`src/smt_pkg.sv`:
```
package smt_pkg;

  localparam int unsigned DefCapacity = 64;
  localparam int unsigned ValueW      = 32;
  localparam int unsigned StatusW     = 2;
  localparam int unsigned SizeW       = 7;

  localparam logic FuncInsert = 1'b0;
  localparam logic FuncRemove = 1'b1;

  localparam logic [StatusW-1:0] StDone     = 2'd0;
  localparam logic [StatusW-1:0] StFull     = 2'd1;
  localparam logic [StatusW-1:0] StNotFound = 2'd2;

  typedef struct packed {
    logic                     func;
    logic signed [ValueW-1:0] value;
  } smt_in_t;

  typedef struct packed {
    logic [StatusW-1:0]       status;
    logic [SizeW-1:0]         size;
    logic signed [ValueW-1:0] smallest;
    logic                     empty_res;
  } smt_out_t;

  // broadcast to every cell of the row
  typedef struct packed {
    logic                     en;
    logic                     ins;
    logic                     found;
    logic signed [ValueW-1:0] value;
  } smt_cmd_t;

endpackage

```
`src/smt_cell.sv`:
```
module smt_cell
  import smt_pkg::*;
(
  input  logic                     clk_i,
  input  smt_cmd_t                 cmd_i,
  input  logic                     occupied_i,
  input  logic                     prev_ge_i,
  input  logic signed [ValueW-1:0] prev_entry_i,
  input  logic signed [ValueW-1:0] next_entry_i,
  output logic                     ge_o,
  output logic                     eq_o,
  output logic signed [ValueW-1:0] entry_o,
  output logic signed [ValueW-1:0] entry_next_o
);

  logic signed [ValueW-1:0] entry_q, entry_d;

  always_comb begin
    // insert: at or past the slot where the value goes
    // remove: at or past the first entry not below the value
    if (cmd_i.ins) begin
      ge_o = !occupied_i || (entry_q > cmd_i.value);
    end else begin
      ge_o = occupied_i && (entry_q >= cmd_i.value);
    end
    eq_o = occupied_i && (entry_q == cmd_i.value);

    entry_d = entry_q;
    if (cmd_i.en && ge_o) begin
      if (cmd_i.ins) begin
        entry_d = prev_ge_i ? prev_entry_i : cmd_i.value;
      end else if (cmd_i.found) begin
        entry_d = next_entry_i;
      end
    end
  end

  always_ff @(posedge clk_i) begin
    entry_q <= entry_d;
  end

  assign entry_o      = entry_q;
  assign entry_next_o = entry_d;

endmodule

```
`config.mk`:
```
export PLATFORM = sky130hd
export DESIGN_NAME = smt_cell
export DESIGN_NICKNAME = d
export VERILOG_FILES = /design/src/smt_pkg.sv /design/src/smt_cell.sv
export SDC_FILE = /design/constraint.sdc
export NUM_CORES = 1
export LEC_CHECK = 0
export BUFFER_PORTS_ARGS = -buffer_cell sky130_fd_sc_hd__buf_2
export CORE_ASPECT_RATIO = 0.8
export CORE_UTILIZATION = 25
export DETAILED_ROUTE_END_ITERATION = 8
export PLACE_DENSITY = 0.58
export SYNTH_ARGS = -nofsm -noshare
export SYNTH_HDL_FRONTEND = slang
export SYNTH_SLANG_ARGS = --single-unit
```
`constraint.sdc`:
```
create_clock -name clk_i -period 3 [get_ports clk_i]
set_clock_uncertainty 0.1 [all_clocks]
set_input_delay 0.3 -clock clk_i [delete_from_list [all_inputs] [get_ports clk_i]]
set_output_delay 0.3 -clock clk_i [all_outputs]
set_load 0.05 [all_outputs]
```
==> results.cfg, run 1 <==
[detailed_routing]
wl_per_cell_um = 14.8
drcViolationCount = 0
wl_um = 11000
vias = 3635
drtIter0Drc = 115
ant_nets = 0
dr.pass1.iters = 5
vias_per_cell = 4.89

[placed_design]
io_buffers = 167
gp_congestion = 0.812
dp_hpwl_um = 8270
dp_slack_ps = -195

[power]
p_int_mw = 2.98
leakagePower_nw = 2.54
pwr-share-seq = 0.141
clock_power_share = 0.081
p_sw_frac = 0.536
p_comb_frac = 0.777
power_mw = 6.42
power.density_nw_per_um2 = 1160
ir_drop_uv = 559
p_sw_mw = 3.44

[sta]
hold_viol_final = 0
max_freq_mhz = 308
layout_setup_ws_ps = -248
rsz0062_at_grt = true
tightest_slew_ps = 828
slew_violations = 0
setup_viol = 32
fin_crit_sh = 1.08
relSlewSlack = 0.448
period_minus_slack_ps = 3250

[worst_setup_path]
critPathRequiredTime_ps = 2600
crit_fanout = 8
arrival_ps = 2850
crit_type = register to output pin
endpoint_kind = output pin
start_kind = register

[yosys]
ys.flop_type = dfxtp_1
synth_edf_count = 0
syn-num-nets = 485
synthArstFlopShare = 0
ys_types = 44
syn-cell-area_um2 = 2840
yosysWarnings = 0
syn-instance-count = 351
synth-seq-area-share = 0.225
synth_area_per_cell_um2 = 8.10
ys_ff_latch = 32

[min_path]
min-delay-path-class = input port to register

[global_routing]
grt_usage = 0.187
grt_max_degree = 50
grt-ovfl-total = 0
grt_pass1_vias = 3501
antenna_found_initial = 0
grt_pass1_wl_um = 17400

[die]
io_pins = 168
die_area_um2 = 11800
core_area_um2 = 11000
die_h_um = 97.4
row_count = 34
start_util = 0.259
fp.dieW_um = 121

[clock_tree]
clock_latency_ps = 280
cts_tree = done
root_buffer = clkbuf_16
clock_sinks = 32
path_clk_slew_ps = 60
h-tree-depth = 2
clk_path_buf_depth = 2
cts_buffers = 5

[layout]
largest_reg_flops = 32
diodes = 0
multiInputGateArea_um2 = 2480
drive_above_1_share = 0.653
area_growth_pct = 94.9
nets = 732
register_area_um2 = 671
n_fill_cell = 1004

[flow_run]
drv_cap = 0

[outcome]
violations = setup timing
status = finished with violations
per-layer routing:
layer  vias up  routed length (um)  track usage
li1       1783                   -            -
met1      1713                4950        0.238
met2       128                5320        0.321
met3        11                 614       0.0381
met4         0                 126       0.0465
met5         -                   0            0
synthesized netlist by cell type, drive strengths merged, types with 2 or more instances:
| cell | instances | area [um^2] |
|---|---|---|
| o21a | 2 | 15.0 |
| buf | 9 | 63.8 |
| o211ai | 2 | 20.0 |
| dfxtp | 32 | 641 |
| inv | 34 | 128 |
| nand4 | 8 | 62.6 |
| o21ai | 38 | 190 |
| clkbuf | 13 | 48.8 |
| nor2 | 34 | 203 |
| nand3 | 5 | 30.0 |
| o22ai | 31 | 375 |
| a21oi | 14 | 70.1 |
| or2 | 2 | 12.5 |
| nor4 | 32 | 215 |
| ha | 32 | 400 |
| nor3 | 2 | 10.0 |
| a211oi | 2 | 20.0 |
| nand2 | 42 | 158 |
cells by family (layout without fill, tap and decap cells):
group,Yosys count,count (layout),share of synthesized area
adders and majority gates,32,32,0.141
AOI/OAI and AO/OA,99,99,0.287
and+or+nand+nor,131,131,0.258
DFF,32,32,0.225
muxes,1,1,0.00352
buffers and inverters,56,304,0.0845
what timing repair did:
action                                  4_1_cts  5_1_grt
hold buffers                                  0        0
endpoints found under the setup margin       32       33
setup buffers                                10        3
cloned                                        3        0
resized for setup                           103        9
pin swaps                                    18        6
critical path, cell delays in order, from the launching register on:
cell and delay (ps):
dfxtp_2 330, ha_4 270, nand4_1 180, buf_4 210, nor4_4 340, buf_4 170
nand3_2 110, nand3_4 120, a221oi_4 90, buf_6 160, buf_12 140, o221a_4 280
buf_12 150
power by group through the flow:
stage,Combinational (mW),Clock [mW],Sequential [mW]
floorplan,2.13,0,1.67
global placement,4.21,0,0.855
detailed placement,4.26,0,0.863
CTS,4.91,0.550,0.897
global route,5.25,0.563,0.940
finish,4.99,0.523,0.908
worst paths after layout:
path,cells after the start,startpoint,slack (ps),endpoint
max,12,entry_o[7],-250,entry_next_o[30]
min reg2reg,2,entry_o[0],470,entry_o[0]
max reg2reg,13,entry_o[7],320,entry_o[2]
min,3,next_entry_i[11],200,entry_o[11]
layout by cell type (no fill, tap or decap), types with 2 or more instances in the layout:
cell / netlist / routed
clkbuf_16: 0 / 5
o22ai_4: 0 / 9
a21oi_1: 14 / 13
ha_4: 0 / 12
dfxtp_2: 0 / 21
nand3_2: 1 / 2
o22ai_2: 29 / 22
nand4_4: 0 / 2
buf_2: 6 / 134
dfxtp_1: 32 / 10
nor4_4: 1 / 2
nand2_1: 42 / 42
buf_4: 0 / 83
ha_1: 32 / 20
nand4_1: 6 / 6
o21ai_0: 37 / 36
buf_12: 0 / 10
inv_1: 34 / 34
buf_16: 0 / 3
clkbuf_1: 13 / 2
nand3_1: 4 / 2
nor2_1: 4 / 3
nor2_4: 0 / 30
nor4_1: 31 / 29
o21a_1: 2 / 2
or2_2: 2 / 2
buf_6: 3 / 32
final cells by class:
| cell class | count | area share |
|---|---|---|
| Clock buffer | 8 | 0.0264 |
| Multi-Input combinational cell | 263 | 0.447 |
| Tap cell | 144 | 0.0325 |
| Inverter | 34 | 0.0230 |
| Sequential cell | 32 | 0.121 |
| Timing Repair Buffer | 262 | 0.350 |
stage by stage:
stage | instance area, um^2 | hold WS [ps] | TNS, ps | util | std cells
6_report | 5540 | 197 | -6480 | 0.505 | 743
5_1_grt | 5540 | 195 | -10820 | 0.505 | 743
4_1_cts | 5450 | 189 | -5170 | 0.497 | 740
3_5_place_dp | 4670 | 447 | -5030 | 0.426 | 720
3_3_place_gp | 4670 | 436 | -4890 | 0.426 | 720
2_1_floorplan | 3030 | 435 | -7.74 | - | 351
Note: power is estimated with default switching activity, not from simulation.
==> run 2, diff against run 1 <==
--- a/config.mk
+++ b/config.mk
@@ -5,6 +5,7 @@
 export SDC_FILE = /design/constraint.sdc
 export NUM_CORES = 1
 export LEC_CHECK = 0
+export ABC_AREA = 1
 export BUFFER_PORTS_ARGS = -buffer_cell sky130_fd_sc_hd__buf_2
 export CORE_ASPECT_RATIO = 0.8
 export CORE_UTILIZATION = 25
==> run 2 against run 1 <==
Compared with the run above: the flow now finishes without violations; critical endpoint is now entry_next_o[23]; non-clock buffer count fell by 70; synthesized cell count rose by 35%; via count rose by 7.9%; register-to-register slack improved by 300 ps; combinational power fell by 27%; first-iteration DRC count rose by 45%; critical path depth rose by 3; worst setup slack improved by 370 ps.
==> results.cfg, run 2 <==
[global_routing]
globalRouteMet3Util = 0.0353
gr-usage-met2 = 0.295
grt_usage = 0.183
use_met1 = 0.247
grt-ovfl-total = 0
top_usage_layer = met2
antenna_found_initial = 1
grt_max_degree = 64
grt_pass1_wl_um = 17400
grt_pass1_vias = 3428

[flow_run]
drv_cap = 0

[layout]
final_cells = 785
diodes = 0
area_growth_pct = 59.6
multiInputGateArea_um2 = 2200
drive_above_1_share = 0.393
mostFrequentLayoutCell = buf_2
register_area_um2 = 659
n_fill_cell = 1175
final_cell_mix = buf_2, o21ai_0, nand2_1, a21oi_1, inv_1
post-route-util = 0.420
nets = 775
final_area_um2 = 4680
largest_reg_flops = 32

[clock_tree]
cts_hold_buf = 0
path_clk_slew_ps = 60
cts_tree = done
clk_path_buf_depth = 2
root_buffer = clkbuf_16
cts_buffers = 5
clock_sinks = 32
clock_latency_ps = 280
h-tree-depth = 2

[outcome]
status = finished, final reports clean

[worst_setup_path]
crit_fanout = 7
start_kind = register
reg2reg_from = entry_o[5]
critPathRequiredTime_ps = 2600
crit_type = register to output pin
reg2reg_setup_slack_ps = 620
endpoint_kind = output pin
r2r-end = entry_o[27]
ff2ff_path_depth = 15
arrival_ps = 2480

[min_path]
min_path_cells = 5
worstHoldStart = prev_entry_i[8]
min-delay-path-class = input port to register
hold_path_end = entry_o[8]

[placed_design]
io_buffers = 167
placed_cells = 766
placed_cell_area_um2 = 3940
dp_hpwl_um = 8440
gp_congestion = 0.859

[sta]
relSlewSlack = 0.608
rsz0062_at_grt = true
max_freq_mhz = 348
hold_viol_final = 0
setup_viol = 0
hold_slack_ps = 342
period_minus_slack_ps = 2880
slew_violations = 0
tns_ps = 0
fin_crit_sh = 0.959
tightest_slew_ps = 589

[power]
leakagePower_nw = 2.43
ir_drop_uv = 626
power.density_nw_per_um2 = 1080

[detailed_routing]
vias_per_cell = 5.00
ant_nets = 0
drcViolationCount = 0
drtIter0Drc = 167
wl_per_cell_um = 15.3
vias = 3922
wl_um = 12000
dr.pass1.iters = 5

[yosys]
synthArstFlopShare = 0
ys_types = 23
synth_common_cells = nand2_1, o21ai_0, a21oi_1
synth_compound_area_frac = 0.257
synth_edf_count = 0
ys.flop_type = dfxtp_1
syn-instance-count = 474
ys_ff_latch = 32
netlist_top_cells_area = dfxtp_1, o21ai_0, ha_1
syn-cell-area_um2 = 2930
syn-num-nets = 608
synth-seq-area-share = 0.218
synth_xor_area_frac = 0
synthDominantCellAreaShare = 0.218
muxShareOfSynthArea = 0
synth_largest_area_cell = dfxtp_1
synthSimpleGateAreaFrac = 0.281
synth_top_family_by_area = simple AND/OR/NAND/NOR gates
synthMostInstantiatedCell = nand2_1
yosysWarnings = 0
synthAdderAreaFrac = 0.137
synth_area_per_cell_um2 = 6.19

[die]
core_area_um2 = 11100
io_pins = 168
die_h_um = 98.9
start_util = 0.263
fp.dieW_um = 123
row_count = 34
die_area_um2 = 12200
[run 2: through the flow]
step | setup slack [ps] | total power, mW
2_1_floorplan | 53.1 | 3.13
3_3_place_gp | 20.2 | 3.88
3_5_place_dp | 18.7 | 3.90
4_1_cts | 17.6 | 4.60
5_1_grt | -47.7 | 5.39
6_report | 123 | 5.07
[run 2: kinds of logic after synthesis]
logic type | after synthesis
AOI/OAI and AO/OA | 148
DFF | 32
adders and majority gates | 32
buffers and inverters | 76
and+or+nand+nor | 186
[run 2: worst max-delay path by stage]
stage,start,to
after floorplan,entry_o[30],entry_next_o[10]
after global placement,cmd_i[31],entry_next_o[0]
after detailed placement,cmd_i[31],entry_next_o[12]
after CTS,entry_o[31],entry_next_o[20]
after global routing,entry_o[25],entry_next_o[4]
final,entry_o[5],entry_next_o[23]
[run 2: report_power, final]
part / internal (mW) / switching, mW / leakage (nW)
sequential: 0.657 / 0.254 / 0.271
combinational: 1.20 / 2.46 / 2.09
clock: 0.302 / 0.201 / 0.0667
[run 2: routing by layer]
metal | up-vias | wire length, um
li1 | 1950 | -
met1 | 1785 | 5430
met2 | 169 | 5550
met3 | 16 | 910
met4 | 2 | 132
met5 | - | 13
[run 2: cell type report]
class                           instances  share of cell area
Inverter                               44              0.0353
Clock buffer                            6              0.0275
Sequential cell                        32               0.141
Multi-Input combinational cell        366               0.470
Clock inverter                          1             0.00107
Timing Repair Buffer                  192               0.286
Tap cell                              144              0.0385
[run 2: repair_timing]
item | in CTS | in global routing
gates resized for setup | 39 | 89
endpoints found under the setup margin | 33 | 33
pin swaps | 1 | 14
cloned | 0 | 4
setup buffers | 0 | 8
[run 2: critical path, stage by stage, from the launching register on]
cell,delay [ps]
dfxtp_1,400
ha_1,270
a21oi_1,160
nor2_1,60
nor2_1,80
nand2_1,70
nand2_1,50
nand2_1,50
nand2_1,90
nand3_1,110
nand3_4,120
nand3_4,190
clkbuf_16,250
nand2_1,70
nand2_2,60
buf_6,150
==> run 3, diff against run 2 <==
==> constraint.sdc (replaced) <==
create_clock -name clk_i -period 2.8 [get_ports clk_i]
set_clock_uncertainty 0.1 [all_clocks]
set_input_delay 0.28 -clock clk_i [delete_from_list [all_inputs] [get_ports clk_i]]
set_output_delay 0.28 -clock clk_i [all_outputs]
set_load 0.05 [all_outputs]
==> run 3 against run 2 <==
Compared with the run above: the flow now finishes with violations (setup timing); final area rose by 12%; wire length up 7.5%; largest cell class unchanged; clock power up 6.4%; first-iteration DRC count is 13% lower; count of clock-buffer cells in the layout is the same; core utilization up 5.2 points; hold slack lost 13 ps; largest power group unchanged; combinational power is 27% higher; critical endpoint is now entry_next_o[2].
==> results.cfg, run 3 (synthesis results as in run 2) <==
[outcome]
violations = setup timing
status = finished with violations

[sta]
slew_violations = 0
fin_crit_sh = 1.04
max_freq_mhz = 345
layout_setup_ws_ps = -102
rsz0062_at_grt = true
hold_slack_ps = 329
hold_viol_final = 0
tightest_slew_ps = 566
tns_ps = -1900
period_minus_slack_ps = 2900
setup_viol = 29
relSlewSlack = 0.622

[placed_design]
dp_hpwl_um = 8410
io_buffers = 167
placed_cells = 768
gp_congestion = 0.820
placed_cell_area_um2 = 4090

[min_path]
worstHoldStart = prev_entry_i[6]
min-delay-path-class = input port to register

[die]
die_h_um = 98.9
start_util = 0.263
fp.dieW_um = 123
row_count = 34
io_pins = 168
die_area_um2 = 12200
core_area_um2 = 11100

[detailed_routing]
wl_um = 12900
vias_per_cell = 5.03
drtIter0Drc = 146
dr.pass1.iters = 4
vias = 4015
ant_nets = 0
drcViolationCount = 0
wl_per_cell_um = 16.2

[worst_setup_path]
crit_fanout = 9
endpoint_kind = output pin
crit_type = register to output pin
start_kind = register
arrival_ps = 2520
reg2reg_from = entry_o[29]
max_stage_delay_ps = 350
cp_cell_sequence = ha_4, nand2_4, nor2_4, nand2_2, nor3b_4, nand2_2, nand2_2, nand2_2, nand3_4, nand3_4, buf_12, buf_12, nand2_1, nand2_2, buf_6
cpMostUsedCell = nand2_2
critPathRequiredTime_ps = 2420
cpMaxStageDelayCell = dfxtp_4
crit_start = entry_o[29]

[clock_tree]
cts_hold_buf = 0
cts_buffers = 5
root_buffer = clkbuf_16
h-tree-depth = 2
clk_path_buf_depth = 2
clock_sinks = 32
cts_tree = done
path_clk_slew_ps = 60
clock_latency_ps = 280

[global_routing]
grt-ovfl-total = 0
antenna_found_initial = 0
grt_usage = 0.203
grt_pass1_vias = 3854
grt_pass1_wl_um = 19300
grt_max_degree = 54

[layout]
register_area_um2 = 684
final_cell_mix = buf_2, o21ai_0, inv_1, a21oi_1, nor2_1
final_cells = 798
mostFrequentLayoutCell = buf_2
n_fill_cell = 1128
nets = 788
area_growth_pct = 79.5
largest_reg_flops = 32
final_area_um2 = 5260
drive_above_1_share = 0.503
multiInputGateArea_um2 = 2500
post-route-util = 0.472
diodes = 0

[power]
leakagePower_nw = 2.63
ir_drop_uv = 550
power.density_nw_per_um2 = 1190

[flow_run]
drv_cap = 0
==> run 3: timing repair <==
action | in CTS | in global routing
gates resized for setup | 132 | 76
buffers inserted | 13 | 6
endpoints found under the setup margin | 33 | 33
pin swaps | 8 | 19
cloned | 2 | 3
==> run 3: final cells by class <==
type / instances / area share
Clock buffer: 6 / 0.0245
Clock inverter: 1 / 0.000951
Inverter: 44 / 0.0314
Multi-Input combinational cell: 366 / 0.475
Sequential cell: 32 / 0.130
Tap cell: 144 / 0.0342
Timing Repair Buffer: 205 / 0.304
==> run 3: report_power, final <==
group / switching [mW] / internal [mW] / leakage [nW] / total [mW]
clock: 0.212 / 0.323 / 0.0667 / 0.535
sequential: 0.335 / 0.737 / 0.274 / 1.07
combinational: 2.87 / 1.76 / 2.29 / 4.63
==> run 3: path summary, 6_finish.rpt <==
| check | slack (ps) | depth (start not counted) | endpoint |
|---|---|---|---|
| worst max-delay path | -100 | 15 | entry_next_o[2] |
| worst min-delay path | 330 | 5 | entry_o[6] |
| worst max register to register | 240 | 15 | entry_o[17] |
| worst min register to register | 400 | 2 | entry_o[21] |
==> run 3: metal layers <==
| metal | global-route usage | wire [um] | vias to the layer above |
|---|---|---|---|
| met5 | 0 | 0 | - |
| met4 | 0.0538 | 221 | 0 |
| met3 | 0.0318 | 841 | 18 |
| met2 | 0.340 | 6040 | 174 |
| met1 | 0.269 | 5830 | 1844 |
| li1 | - | - | 1979 |
==> run 3: through the flow <==
stage,setup WS [ps],power (mW)
final,-102,6.24
after CTS,-79.5,5.75
after floorplan,60.9,3.44
after global routing,-260,6.58
after detailed placement,-113,4.34
after global placement,-99.9,4.31
==> run 3: worst max-delay path: cells and delay by family, from the launching register on <==
kind / cells / cell delay (ps)
and+or+nand+nor: 11 / 1120
DFF: 1 / 350
adders and majority gates: 1 / 280
buffers and inverters: 3 / 480
